**src/rtl/tlpc_pkg.sv**
```systemverilog
`default_nettype none
// ----------------------------------------------------------------------------
// tlpc_pkg
// Shared types, widths and helpers for the threshold-promote list cache.
// ----------------------------------------------------------------------------
package tlpc_pkg;

  // List geometry
  localparam int MAX_ENTRIES = 16;
  localparam int COUNT_BITS  = 16;

  // Field widths fixed by the interface
  localparam int KEY_W       = 64;
  localparam int THR_W       = 16;
  localparam int CAP_W       = 5;
  localparam int FOUND_W     = 4;
  localparam int NEW_COUNT_W = 16;

  // Derived widths
  localparam int IDX_W = (MAX_ENTRIES > 1) ? $clog2(MAX_ENTRIES) : 1;
  localparam int OCC_W = $clog2(MAX_ENTRIES + 1);
  localparam int CMP_W = (COUNT_BITS > THR_W) ? COUNT_BITS : THR_W;

  localparam logic [COUNT_BITS-1:0] COUNT_MAX = {COUNT_BITS{1'b1}};

  // Register map (index taken from the word address)
  localparam logic REG_THRESHOLD = 1'b0;
  localparam logic REG_CAPACITY  = 1'b1;

  localparam logic [THR_W-1:0] THRESHOLD_RST = THR_W'(3);
  localparam logic [CAP_W-1:0] CAPACITY_RST  = CAP_W'(16);

  // Configuration seen by the list engine
  typedef struct packed {
    logic [THR_W-1:0] threshold;
    logic [CAP_W-1:0] capacity;
  } tlpc_cfg_t;

  // List engine sequencer
  typedef enum logic [1:0] {
    ENG_IDLE,
    ENG_LOOKUP,
    ENG_UPDATE
  } tlpc_eng_state_e;

  // Clamp the capacity register to 1..MAX_ENTRIES
  function automatic logic [OCC_W-1:0] eff_capacity(input logic [CAP_W-1:0] cap);
    int c;
    c = int'(cap);
    if (c == 0) begin
      c = 1;
    end
    if (c > MAX_ENTRIES) begin
      c = MAX_ENTRIES;
    end
    return OCC_W'(c);
  endfunction

endpackage
`default_nettype wire

```
**src/rtl/tlpc_req_queue.sv**
```systemverilog
`default_nettype none
// ----------------------------------------------------------------------------
// tlpc_req_queue
// Front end: accepts request items and holds them in a two-entry queue
// until the list engine takes them.
// ----------------------------------------------------------------------------
module tlpc_req_queue (
  input  wire logic                       clk_i,
  input  wire logic                       rst_ni,
  input  wire logic                       in_valid_i,
  output logic                            in_stall_o,
  input  wire logic [tlpc_pkg::KEY_W-1:0] req_key_i,
  output logic                            q_valid_o,
  output logic [tlpc_pkg::KEY_W-1:0]      q_key_o,
  input  wire logic                       q_pop_i
);
  import tlpc_pkg::*;

  logic [KEY_W-1:0] key_mem_q [2];
  logic             wr_ptr_q, wr_ptr_d;
  logic             rd_ptr_q, rd_ptr_d;
  logic [1:0]       count_q, count_d;
  logic             push, pop;

  // Stall while both slots are taken
  assign in_stall_o = (count_q == 2'd2);
  assign push       = in_valid_i && !in_stall_o;
  assign pop        = q_pop_i && (count_q != 2'd0);

  assign q_valid_o = (count_q != 2'd0);
  assign q_key_o   = key_mem_q[rd_ptr_q];

  // Advance pointers and fill level
  always_comb begin
    wr_ptr_d = push ? !wr_ptr_q : wr_ptr_q;
    rd_ptr_d = pop ? !rd_ptr_q : rd_ptr_q;
    count_d  = count_q;
    if (push && !pop) begin
      count_d = count_q + 2'd1;
    end else if (pop && !push) begin
      count_d = count_q - 2'd1;
    end
  end

  always_ff @(posedge clk_i or negedge rst_ni) begin
    if (!rst_ni) begin
      wr_ptr_q <= 1'b0;
      rd_ptr_q <= 1'b0;
      count_q  <= 2'd0;
    end else begin
      wr_ptr_q <= wr_ptr_d;
      rd_ptr_q <= rd_ptr_d;
      count_q  <= count_d;
    end
  end

  // Store the item
  always_ff @(posedge clk_i) begin
    if (push) begin
      key_mem_q[wr_ptr_q] <= req_key_i;
    end
  end

endmodule
`default_nettype wire

```
**src/rtl/tlpc_list_engine.sv**
```systemverilog
`default_nettype none
// ----------------------------------------------------------------------------
// tlpc_list_engine
// Back end: looks a key up in the ordered entry list, updates counts,
// promotes or appends, and presents the result in an output register.
// ----------------------------------------------------------------------------
module tlpc_list_engine (
  input  wire logic                             clk_i,
  input  wire logic                             rst_ni,
  input  wire tlpc_pkg::tlpc_cfg_t              cfg_i,
  input  wire logic                             q_valid_i,
  input  wire logic [tlpc_pkg::KEY_W-1:0]       q_key_i,
  output logic                                  q_pop_o,
  output logic                                  out_valid_o,
  input  wire logic                             out_stall_i,
  output logic                                  hit_o,
  output logic [tlpc_pkg::FOUND_W-1:0]          found_position_o,
  output logic [tlpc_pkg::NEW_COUNT_W-1:0]      new_count_o,
  output logic                                  promoted_o,
  output logic                                  evicted_o,
  output logic [tlpc_pkg::KEY_W-1:0]            evicted_key_o
);
  import tlpc_pkg::*;

  // Entry list, position 0 is the front
  logic [KEY_W-1:0]      keys_q   [MAX_ENTRIES];
  logic [COUNT_BITS-1:0] counts_q [MAX_ENTRIES];
  logic [OCC_W-1:0]      occ_q, occ_d;

  tlpc_eng_state_e state_q, state_d;

  // Current request and lookup results
  logic [KEY_W-1:0]      key_q;
  logic                  hit_q;
  logic [IDX_W-1:0]      pos_q;
  logic [COUNT_BITS-1:0] cnt_q;
  logic                  full_q;
  logic [IDX_W-1:0]      tail_q;
  logic [OCC_W-1:0]      cap_q;
  logic [KEY_W-1:0]      tail_key_q;

  // Output register
  logic                   out_valid_q, out_valid_d;
  logic                   res_hit_q;
  logic [FOUND_W-1:0]     res_pos_q;
  logic [NEW_COUNT_W-1:0] res_cnt_q;
  logic                   res_prom_q;
  logic                   res_evict_q;
  logic [KEY_W-1:0]       res_evkey_q;

  logic [OCC_W-1:0]      cap_eff, len;
  logic [MAX_ENTRIES-1:0] match;
  logic                  lk_hit;
  logic [IDX_W-1:0]      lk_pos;
  logic [IDX_W-1:0]      lk_tail;
  logic                  upd_go, upd_fire, load;
  logic [COUNT_BITS-1:0] cnt_inc;
  logic                  promote, do_shift;
  logic [IDX_W-1:0]      slot;

  // Compare every live entry against the key
  assign cap_eff = eff_capacity(cfg_i.capacity);
  assign len     = (occ_q < cap_eff) ? occ_q : cap_eff;
  assign lk_tail = IDX_W'(cap_eff - 1'b1);

  always_comb begin
    lk_hit = 1'b0;
    lk_pos = '0;
    for (int i = 0; i < MAX_ENTRIES; i++) begin
      match[i] = (keys_q[i] == key_q) && (OCC_W'(i) < len);
    end
    for (int i = MAX_ENTRIES - 1; i >= 0; i--) begin
      if (match[i]) begin
        lk_hit = 1'b1;
        lk_pos = IDX_W'(i);
      end
    end
  end

  // Sequencer: pop, look up, update
  assign upd_go   = !out_valid_q || !out_stall_i;
  assign upd_fire = (state_q == ENG_UPDATE) && upd_go;

  always_comb begin
    state_d = state_q;
    load    = 1'b0;
    unique case (state_q)
      ENG_IDLE: begin
        if (q_valid_i) begin
          load    = 1'b1;
          state_d = ENG_LOOKUP;
        end
      end
      ENG_LOOKUP: begin
        state_d = ENG_UPDATE;
      end
      ENG_UPDATE: begin
        if (upd_go) begin
          load    = q_valid_i;
          state_d = q_valid_i ? ENG_LOOKUP : ENG_IDLE;
        end
      end
      default: begin
        state_d = ENG_IDLE;
      end
    endcase
  end

  assign q_pop_o = load;

  always_ff @(posedge clk_i or negedge rst_ni) begin
    if (!rst_ni) begin
      state_q <= ENG_IDLE;
    end else begin
      state_q <= state_d;
    end
  end

  // Hold the request and the lookup outcome
  always_ff @(posedge clk_i) begin
    if (load) begin
      key_q <= q_key_i;
    end
    if (state_q == ENG_LOOKUP) begin
      hit_q      <= lk_hit;
      pos_q      <= lk_pos;
      cnt_q      <= counts_q[lk_pos];
      full_q     <= (occ_q >= cap_eff);
      tail_q     <= lk_tail;
      cap_q      <= cap_eff;
      tail_key_q <= keys_q[lk_tail];
    end
  end

  // Update decisions
  assign cnt_inc  = (cnt_q == COUNT_MAX) ? cnt_q : cnt_q + 1'b1;
  assign promote  = CMP_W'(cnt_inc) >= CMP_W'(cfg_i.threshold);
  assign do_shift = hit_q && promote && (pos_q != '0);
  assign slot     = full_q ? tail_q : IDX_W'(occ_q);

  always_comb begin
    occ_d = occ_q;
    if (upd_fire && !hit_q) begin
      occ_d = full_q ? cap_q : occ_q + 1'b1;
    end
  end

  always_ff @(posedge clk_i or negedge rst_ni) begin
    if (!rst_ni) begin
      occ_q <= '0;
    end else begin
      occ_q <= occ_d;
    end
  end

  // Apply the hit, promotion or append to the list
  always_ff @(posedge clk_i) begin
    if (upd_fire) begin
      if (hit_q && do_shift) begin
        keys_q[0]   <= key_q;
        counts_q[0] <= cnt_inc;
        for (int i = 1; i < MAX_ENTRIES; i++) begin
          if (IDX_W'(i) <= pos_q) begin
            keys_q[i]   <= keys_q[i-1];
            counts_q[i] <= counts_q[i-1];
          end
        end
      end else begin
        for (int i = 0; i < MAX_ENTRIES; i++) begin
          if (hit_q) begin
            if (IDX_W'(i) == pos_q) begin
              counts_q[i] <= cnt_inc;
            end
          end else if (IDX_W'(i) == slot) begin
            keys_q[i]   <= key_q;
            counts_q[i] <= COUNT_BITS'(1);
          end
        end
      end
    end
  end

  // Result register
  always_comb begin
    out_valid_d = out_valid_q && out_stall_i;
    if (upd_fire) begin
      out_valid_d = 1'b1;
    end
  end

  always_ff @(posedge clk_i or negedge rst_ni) begin
    if (!rst_ni) begin
      out_valid_q <= 1'b0;
    end else begin
      out_valid_q <= out_valid_d;
    end
  end

  always_ff @(posedge clk_i) begin
    if (upd_fire) begin
      res_hit_q   <= hit_q;
      res_pos_q   <= hit_q ? FOUND_W'(pos_q) : '0;
      res_cnt_q   <= hit_q ? NEW_COUNT_W'(cnt_inc) : NEW_COUNT_W'(1);
      res_prom_q  <= hit_q && promote;
      res_evict_q <= !hit_q && full_q;
      res_evkey_q <= (!hit_q && full_q) ? tail_key_q : '0;
    end
  end

  assign out_valid_o      = out_valid_q;
  assign hit_o            = res_hit_q;
  assign found_position_o = res_pos_q;
  assign new_count_o      = res_cnt_q;
  assign promoted_o       = res_prom_q;
  assign evicted_o        = res_evict_q;
  assign evicted_key_o    = res_evkey_q;

endmodule
`default_nettype wire

```
**src/rtl/threshold_promote_list_cache.sv**
```systemverilog
`default_nettype none
// ----------------------------------------------------------------------------
// threshold_promote_list_cache
// Ordered key list with saturating hit counters, threshold promotion to the
// front and tail eviction on misses.
//
// Request channel: in_valid_i / in_stall_o carry one 64-bit req_key_i per
// item into a two-entry queue. Result channel: out_valid_o / out_stall_i
// carry hit, found_position, new_count, promoted, evicted and evicted_key
// from an output register, one result per request.
// Each item passes the list engine's lookup state for the parallel key match,
// then its update state for the count update and list shift. The engine takes
// the next item only as it applies the update of the last one, since that
// lookup/update sequence works on the shared entry list.
// A stalled result holds in the output register; the engine waits with the
// next update, and the queue keeps taking requests until both slots fill.
// Reset empties the list and queue, sets threshold 3 and capacity 16.
// APB registers: 0x0 promote threshold (16 bits), 0x4 capacity (5 bits).
// Write them only while no request is in flight.
// ----------------------------------------------------------------------------
module threshold_promote_list_cache (
  input  wire logic                           clk_i,
  input  wire logic                           rst_ni,
  input  wire logic                           psel,
  input  wire logic                           penable,
  input  wire logic                           pwrite,
  input  wire logic [2:0]                     paddr,
  input  wire logic [31:0]                    pwdata,
  output logic [31:0]                         prdata,
  output logic                                pready,
  input  wire logic                           in_valid_i,
  output logic                                in_stall_o,
  input  wire logic [tlpc_pkg::KEY_W-1:0]     req_key_i,
  output logic                                out_valid_o,
  input  wire logic                           out_stall_i,
  output logic                                hit_o,
  output logic [tlpc_pkg::FOUND_W-1:0]        found_position_o,
  output logic [tlpc_pkg::NEW_COUNT_W-1:0]    new_count_o,
  output logic                                promoted_o,
  output logic                                evicted_o,
  output logic [tlpc_pkg::KEY_W-1:0]          evicted_key_o
);
  import tlpc_pkg::*;

  logic [THR_W-1:0] thr_q;
  logic [CAP_W-1:0] cap_q;
  logic             cfg_wr;
  tlpc_cfg_t        cfg;
  logic             q_valid, q_pop;
  logic [KEY_W-1:0] q_key;

  // Register port
  assign pready = 1'b1;
  assign cfg_wr = psel && penable && pwrite;

  always_ff @(posedge clk_i or negedge rst_ni) begin
    if (!rst_ni) begin
      thr_q <= THRESHOLD_RST;
      cap_q <= CAPACITY_RST;
    end else if (cfg_wr) begin
      unique case (paddr[2])
        REG_THRESHOLD: thr_q <= pwdata[THR_W-1:0];
        REG_CAPACITY:  cap_q <= pwdata[CAP_W-1:0];
        default:       thr_q <= thr_q;
      endcase
    end
  end

  always_comb begin
    unique case (paddr[2])
      REG_THRESHOLD: prdata = 32'(thr_q);
      REG_CAPACITY:  prdata = 32'(cap_q);
      default:       prdata = '0;
    endcase
  end

  assign cfg.threshold = thr_q;
  assign cfg.capacity  = cap_q;

  // Front end queue
  tlpc_req_queue u_queue (
    .clk_i      (clk_i),
    .rst_ni     (rst_ni),
    .in_valid_i (in_valid_i),
    .in_stall_o (in_stall_o),
    .req_key_i  (req_key_i),
    .q_valid_o  (q_valid),
    .q_key_o    (q_key),
    .q_pop_i    (q_pop)
  );

  // Back end list engine
  tlpc_list_engine u_engine (
    .clk_i            (clk_i),
    .rst_ni           (rst_ni),
    .cfg_i            (cfg),
    .q_valid_i        (q_valid),
    .q_key_i          (q_key),
    .q_pop_o          (q_pop),
    .out_valid_o      (out_valid_o),
    .out_stall_i      (out_stall_i),
    .hit_o            (hit_o),
    .found_position_o (found_position_o),
    .new_count_o      (new_count_o),
    .promoted_o       (promoted_o),
    .evicted_o        (evicted_o),
    .evicted_key_o    (evicted_key_o)
  );

endmodule
`default_nettype wire

```
**config.mk**
```make
export PLATFORM = sky130hd
export DESIGN_NAME = threshold_promote_list_cache
export DESIGN_NICKNAME = d
export VERILOG_FILES = /design/src/rtl/tlpc_pkg.sv /design/src/rtl/tlpc_req_queue.sv /design/src/rtl/tlpc_list_engine.sv /design/src/rtl/threshold_promote_list_cache.sv
export SDC_FILE = /design/constraint.sdc
export NUM_CORES = 2
export LEC_CHECK = 0
export BUFFER_PORTS_ARGS = -buffer_cell sky130_fd_sc_hd__buf_2
export CAP_MARGIN = 15
export CORE_MARGIN = 8
export CORE_UTILIZATION = 59
export CTS_BUF_LIST = sky130_fd_sc_hd__clkbuf_4 sky130_fd_sc_hd__clkbuf_8
export DETAILED_ROUTE_END_ITERATION = 16
export HOLD_SLACK_MARGIN = 0.08
export PLACE_DENSITY = 0.9
export SYNTH_ARGS = -nofsm -noshare
export SYNTH_HDL_FRONTEND = slang
export SYNTH_SLANG_ARGS = --single-unit
```
**constraint.sdc**
```tcl
create_clock -name clk_i -period 10.1 [get_ports clk_i]
set_clock_uncertainty 0.1 [all_clocks]
set_input_delay 2.02 -clock clk_i [delete_from_list [all_inputs] [get_ports clk_i]]
set_output_delay 2.02 -clock clk_i [all_outputs]
set_load 0.005 [all_outputs]
```
## Word level (Yosys, flattened, before mapping)

Memories as Yosys holds them, arrays and structs flattened. A register that Yosys moved wholly into a read port is not among the register bits.
Index checks and enable logic that the tools add are counted.

| word-level totals | value |
|---|---|
| bits in registers | 135 |
| memory bits (writable) | 1408 |
| bits of input ports | 106 |
| output and inout port bits | 122 |
| word-level logic and storage cells | 519 |
| memories kept | 3 |

Memory list:

| name | depth | width | read ports | clocked after memory_dff | wr ports | line | source |
|---|---|---|---|---|---|---|---|
| u_engine.keys_q | 16 | 64 | 17 | 1 | 16 | tlpc_list_engine.sv:26 | `logic [KEY_W-1:0] keys_q [MAX_ENTRIES];` |
| u_engine.counts_q | 16 | 16 | 16 | 1 | 16 | tlpc_list_engine.sv:27 | `logic [COUNT_BITS-1:0] counts_q [MAX_ENTRIES];` |
| u_queue.key_mem_q | 2 | 64 | 1 | 1 | 1 | tlpc_req_queue.sv:19 | `logic [KEY_W-1:0] key_mem_q [2];` |

| operators by class | value |
|---|---|
| add/subtract/negate cells | 5 |
| magnitude comparators | 35 |
| eq/ne operators | 52 |
| muxes and demuxes | 307 |
| bitwise operators | 49 |
| reductions and logical operators | 49 |

Operators by type and width:

| kind | count |
|---|---|
| 64-bit == test | 16 |
| 64-bit 2-to-1 mux | 16 |
| 16-bit 2-to-1 mux | 33 |
| 1-bit 2-to-1 mux | 230 |
| 4-bit 2-to-1 mux | 17 |
| 4-bit == test (first input constant) | 16 |
| 32-bit case mux with 2 select lines | 1 |
| 1-bit OR | 48 |
| 4-bit by 5-bit < comparator with 1-bit output (first input constant) | 8 |
| 3-bit by 4-bit == test with 1-bit output (first input constant) | 8 |
| 4-bit <= comparator (first input constant) | 8 |
| 1-bit logical AND | 29 |
| 3-bit by 5-bit < comparator with 1-bit output (first input constant) | 4 |
| 5-bit 2-to-1 mux | 4 |
| 16-bit by 1-bit adder with 16-bit output (second input constant) | 1 |
| 16-bit == test (second input constant) | 1 |
| 2-bit by 4-bit == test with 1-bit output (first input constant) | 4 |
| 16-bit >= comparator | 1 |
| 3-bit by 4-bit <= comparator with 1-bit output (first input constant) | 4 |
| 15-bit OR reduction | 1 |
| 1-bit by 5-bit < comparator with 1-bit output (first input constant) | 2 |
| 2-bit by 5-bit < comparator with 1-bit output (first input constant) | 2 |
| 1-bit by 4-bit == test with 1-bit output (first input constant) | 2 |
| 2-bit by 4-bit <= comparator with 1-bit output (first input constant) | 2 |
| 23 further kinds | 39 |

## Longest topological paths before layout

| logic depth | value |
|---|---|
| depth after elaboration | 24 |
| depth in mapped cells | 22 |

## Cells and area by module

Synthesis repeated with hierarchy kept, for this count alone.

| unflattened totals | value |
|---|---|
| cell total of the unflattened synthesis | 8166 |
| area, all modules | 93990.1 µm² |

By module, submodules not included:

| module | instances | cells an instance | area an instance (µm²) |
|---|---|---|---|
| tlpc_list_engine | 1 | 7866 | 87845.5 |
| tlpc_req_queue | 1 | 218 | 5024.8 |
| threshold_promote_list_cache | 1 | 82 | 1119.8 |

## Least setup slack after synthesis

No wires, ideal clock.

| timing path | value |
|---|---|
| path kind | in2reg |
| start point | in out_stall_i |
| end point | mem u_engine.keys_q[0][0] (enable) |
| data arrival time | 9.400 ns |
| setup slack | 0.025 ns |
| stages | 7 |
| cells stage by stage | nand2_1 nand2b_1 clkbuf_1 inv_1 nand3_1 clkbuf_1 o21ai_0 |

RTL lines:

| element | line | source |
|---|---|---|
| start: declaration | threshold_promote_list_cache.sv:35 | `input wire logic out_stall_i,` |
| end: declaration | tlpc_list_engine.sv:26 |  |

==> summary.md <==
| Metric | Value |
|---|---|
| Multi-input gate area | 0.0391 mm² |
| Vias in the first global route | 61188 |
| Yosys Warn Count | 0 |
| Row cnt | 145 |
| Syn Area/Cell | 13.5 µm² |
| Final setup fails | 0 |
| CTS clk-pin slew, worst paths | 0.06 ns |
| WL per Instance | 34.3 µm |
| VDD IR max | 317 µV |
| DRT Pass-1 Iters | 9 |
| Post-synthesis compound-gate area fraction | 3.70% |
| Die outline height | 412 µm |
| Synth Flop Type | edfxtp_1 |
| Worst-margin pin slew | 1.39 ns |
| Commonest non-fill, non-tap cell in the layout | edfxtp_1 |
| Post-synthesis mux area share | 20.3% |
| Final-stage net count | 7053 |
| Vias per inst | 6.94 |
| CP peak stage delay | 0.73 ns |
| Post-synth top area share | 53.6% |
| Starting Density | 59.4% |
| CTS resizes | 0 |
| Area share of and/or/nand/nor cells after synthesis | 7.60% |
| Xor-xnor portion of the synthesized cell area | 9.76% |
| Cell mode on critical path | a21o_1 |
| Setup bufs post-CTS | 0 |
| EDFF count, synth | 1654 |
| Worst EP required | 10.76 ns |
| GRT overflow | 0 |
| Crit-path slowest cell | buf_4 |
| Bufs and invs on worst path | 3 |
| CTS Sinks | 1687 |
| Met2 GRT Util | 50.9% |
| First-pass GRT wire length | 440000 µm |
| Largest family of logic cells by synthesized area | multiplexers |
| Layout Utilization | 64.3% |
| Antenna Nets Post-Route | 0 |
| Area after DPL | 0.0949 mm² |
| Critical Path AT | 8.33 ns |
| CP Launch Type | flop |
| Critical path class | reg -> reg |
| Root Driver | clkbuf_8 |
| Final Max Tran Viols | 0 |
| Period utilisation layout | 75.9% |
| Max-cap violation count | 0 |
| Number of remaining DRC errors | 0 |
| Share of cells above drive strength 1 | 30.9% |
| Post-route cell area | 0.100 mm² |
| Total track usage | 36.0% |
| Overall power | 28.5 mW |
| Busiest layer in global routing | met2 |
| DP HPWL | 227000 µm |
| Synth top area cells | edfxtp_1 54%, mux2_2 13%, mux4_2 6.2% |
| CTS tree | yes |
| Core area | 0.156 mm² |
| Layout area overhead | 8.29% |
| Worst-path fanout max | 46 |
| Pwr dens | 284 mW/mm² |
| Register bit total from synthesis | 1687 |
| Run status | finished clean |
| Asr flop ratio synth | 1.96% |
| Final WL | 315000 µm |
| Die ar. | 0.170 mm² |
| CTS Hold Buffers Added | 0 |
| Met1 usage | 46.2% |
| Slew Limit Headroom | 6.79% |
| Crit path max-delay family | simple AND/OR/NAND/NOR gates |
| Most frequent cells in the layout | 1654 x edfxtp_1, 1029 x mux2_2, 658 x xnor2_1, 565 x nand2_1, 373 x xor2_1 |
| Endpoint type of the worst setup path | flop |
| GRT met3 Usage | 12.4% |
| Layout Cells excl Fill | 9179 |
| Antenna violations before repair | 14 |
| Die Wd | 412 µm |
| Clk_lat worst skew | 1.08 ns |
| Synth unique cells | 80 |
| Vias post-DR | 63692 |
| Num CTS Buffers | 295 |
| Fin Setup TNS | 0 ns |
| DP Cell Count | 8683 |
| Post-Synth Adder-Cell Area | 0.338% |
| Worst-path cell chain | and4_1, nand4_1, nor2_1, nand3_1, nor3_1, nor2_1, or2_2, inv_1, ha_1, a21o_1, a21o_1, a21o_1, a21o_1, a21o_1, a2111oi_4, buf_4, o21a_1, or3_4, buf_4, mux2_2 |
| Sequential cell area | 0.0505 mm² |
| Sequential-to-total area share from yosys stat | 54.5% |
| CTS Buffer Depth | 4 |
| RSZ-0062 raised after global routing | false |
| Post-Syn Instances | 6871 |
| Port-buffer cells | 192 |
| Post-layout min period | 7.67 ns |
| Largest net degree at the start of global routing | 101 |
| FILL cells | 11187 |
| 1st-iter DRT viols | 10795 |
| Area leader, netlist | edfxtp_1 |
| Synthesized cell area | 0.0927 mm² |
| Hold Crit Class | reg -> reg |
| Leak | 35.1 nW |
| Hold Violations, Final | 0 |
| H-Tree Depth | 5 |
| GPL Wtd Cong | 1.06 |
| Num ports | 228 |
| Highest clock rate | 0.130 GHz |
cell type report:
class                   instances  share of cell area [%]
inverters                      77                   0.303
clock buffers                 401                    4.92
repair buffers                388                    2.45
multi-input cells            4473                    38.9
clock inverters                89                   0.511
diodes                          6                  0.0150
flip-flops and latches       1687                    50.3
well taps                    2058                    2.57
power by group:
group	switching [mW]	internal (mW)	leakage, nW
sequential	0.767	9.40	15.5
combinational	8.12	4.10	16.7
clock	2.87	3.27	2.90
total	11.8	16.8	35.1
metrics by stage:
stage                     hold WS [ns]  worst slack (ns)
after global placement           0.376              2.68
after floorplan                  0.321            0.0255
after CTS                        0.405              2.54
final                            0.405              2.43
after global routing             0.411              2.02
after detailed placement         0.392              2.57
synthesized netlist by cell type, types with 5 or more instances:
master	number
nand3_1	130
buf_4	76
buf_2	129
o22ai_1	71
mux2_1	25
mux2i_1	114
nor3_1	16
nor4_1	135
a31oi_1	70
xor2_1	375
buf_1	45
ha_1	25
a21o_1	15
a21oi_1	47
buf_6	52
nand2_1	583
and2_1	9
a211oi_2	14
edfxtp_1	1654
o21ai_1	9
a22oi_1	18
clkbuf_1	347
mux2_2	1029
inv_1	75
a211oi_1	33
mux4_2	256
nand2b_1	8
and3_1	157
o2111ai_1	7
nor2b_1	7
nor2_1	178
nand4_1	199
o21ai_0	159
xnor2_1	658
o211a_1	18
o31ai_1	18
dfrtp_1	30
o211ai_1	12
or2_2	5
sequential cells by signal, indices dropped and copies added (netlist names), 5 cells and up:
signal,flops
u_engine.keys_q,1024
u_engine.counts_q,256
u_queue.key_mem_q,128
u_engine.evicted_key_o,64
u_engine.key_q,64
u_engine.tail_key_q,64
thr_q,16
u_engine.cnt_q,16
u_engine.new_count_o,16
cap_q,5
u_engine.cap_q,5
u_engine.occ_q,5
per-layer routing:
layer	vias up	share of wire (%)
met1	31490	34
met5	-	0.028
li1	25870	-
met4	12	8.7
met2	5344	42
met3	976	15
worst paths after layout:
check	from	end	slack, ns	depth (start not counted)
max	u_engine.cnt_q[3]	u_engine.keys_q[15][8]	2.43	20
min	u_queue.count_q[1]	u_queue.count_q[1]	0.40	1
max reg2reg	u_engine.cnt_q[3]	u_engine.keys_q[15][8]	2.43	20
min reg2reg	u_queue.count_q[1]	u_queue.count_q[1]	0.40	1
max in group asynchronous	rst_ni	u_queue.rd_ptr_q	8.30	1
min in group asynchronous	rst_ni	thr_q[13]	0.99	1
cell families (layout without fill, tap and decap cells):
| group | after synthesis | in the layout |
|---|---|---|
| DFF | 1687 | 1687 |
| and+or+nand+nor | 1449 | 1449 |
| muxes | 1424 | 1424 |
| xor gates and xnor gates | 1033 | 1033 |
| buffers and inverters | 726 | 955 |
| AOI/OAI and AO/OA | 525 | 525 |
| adders and majority gates | 25 | 25 |
| other | 2 | 23 |
Power figures use the tool's default switching activity.
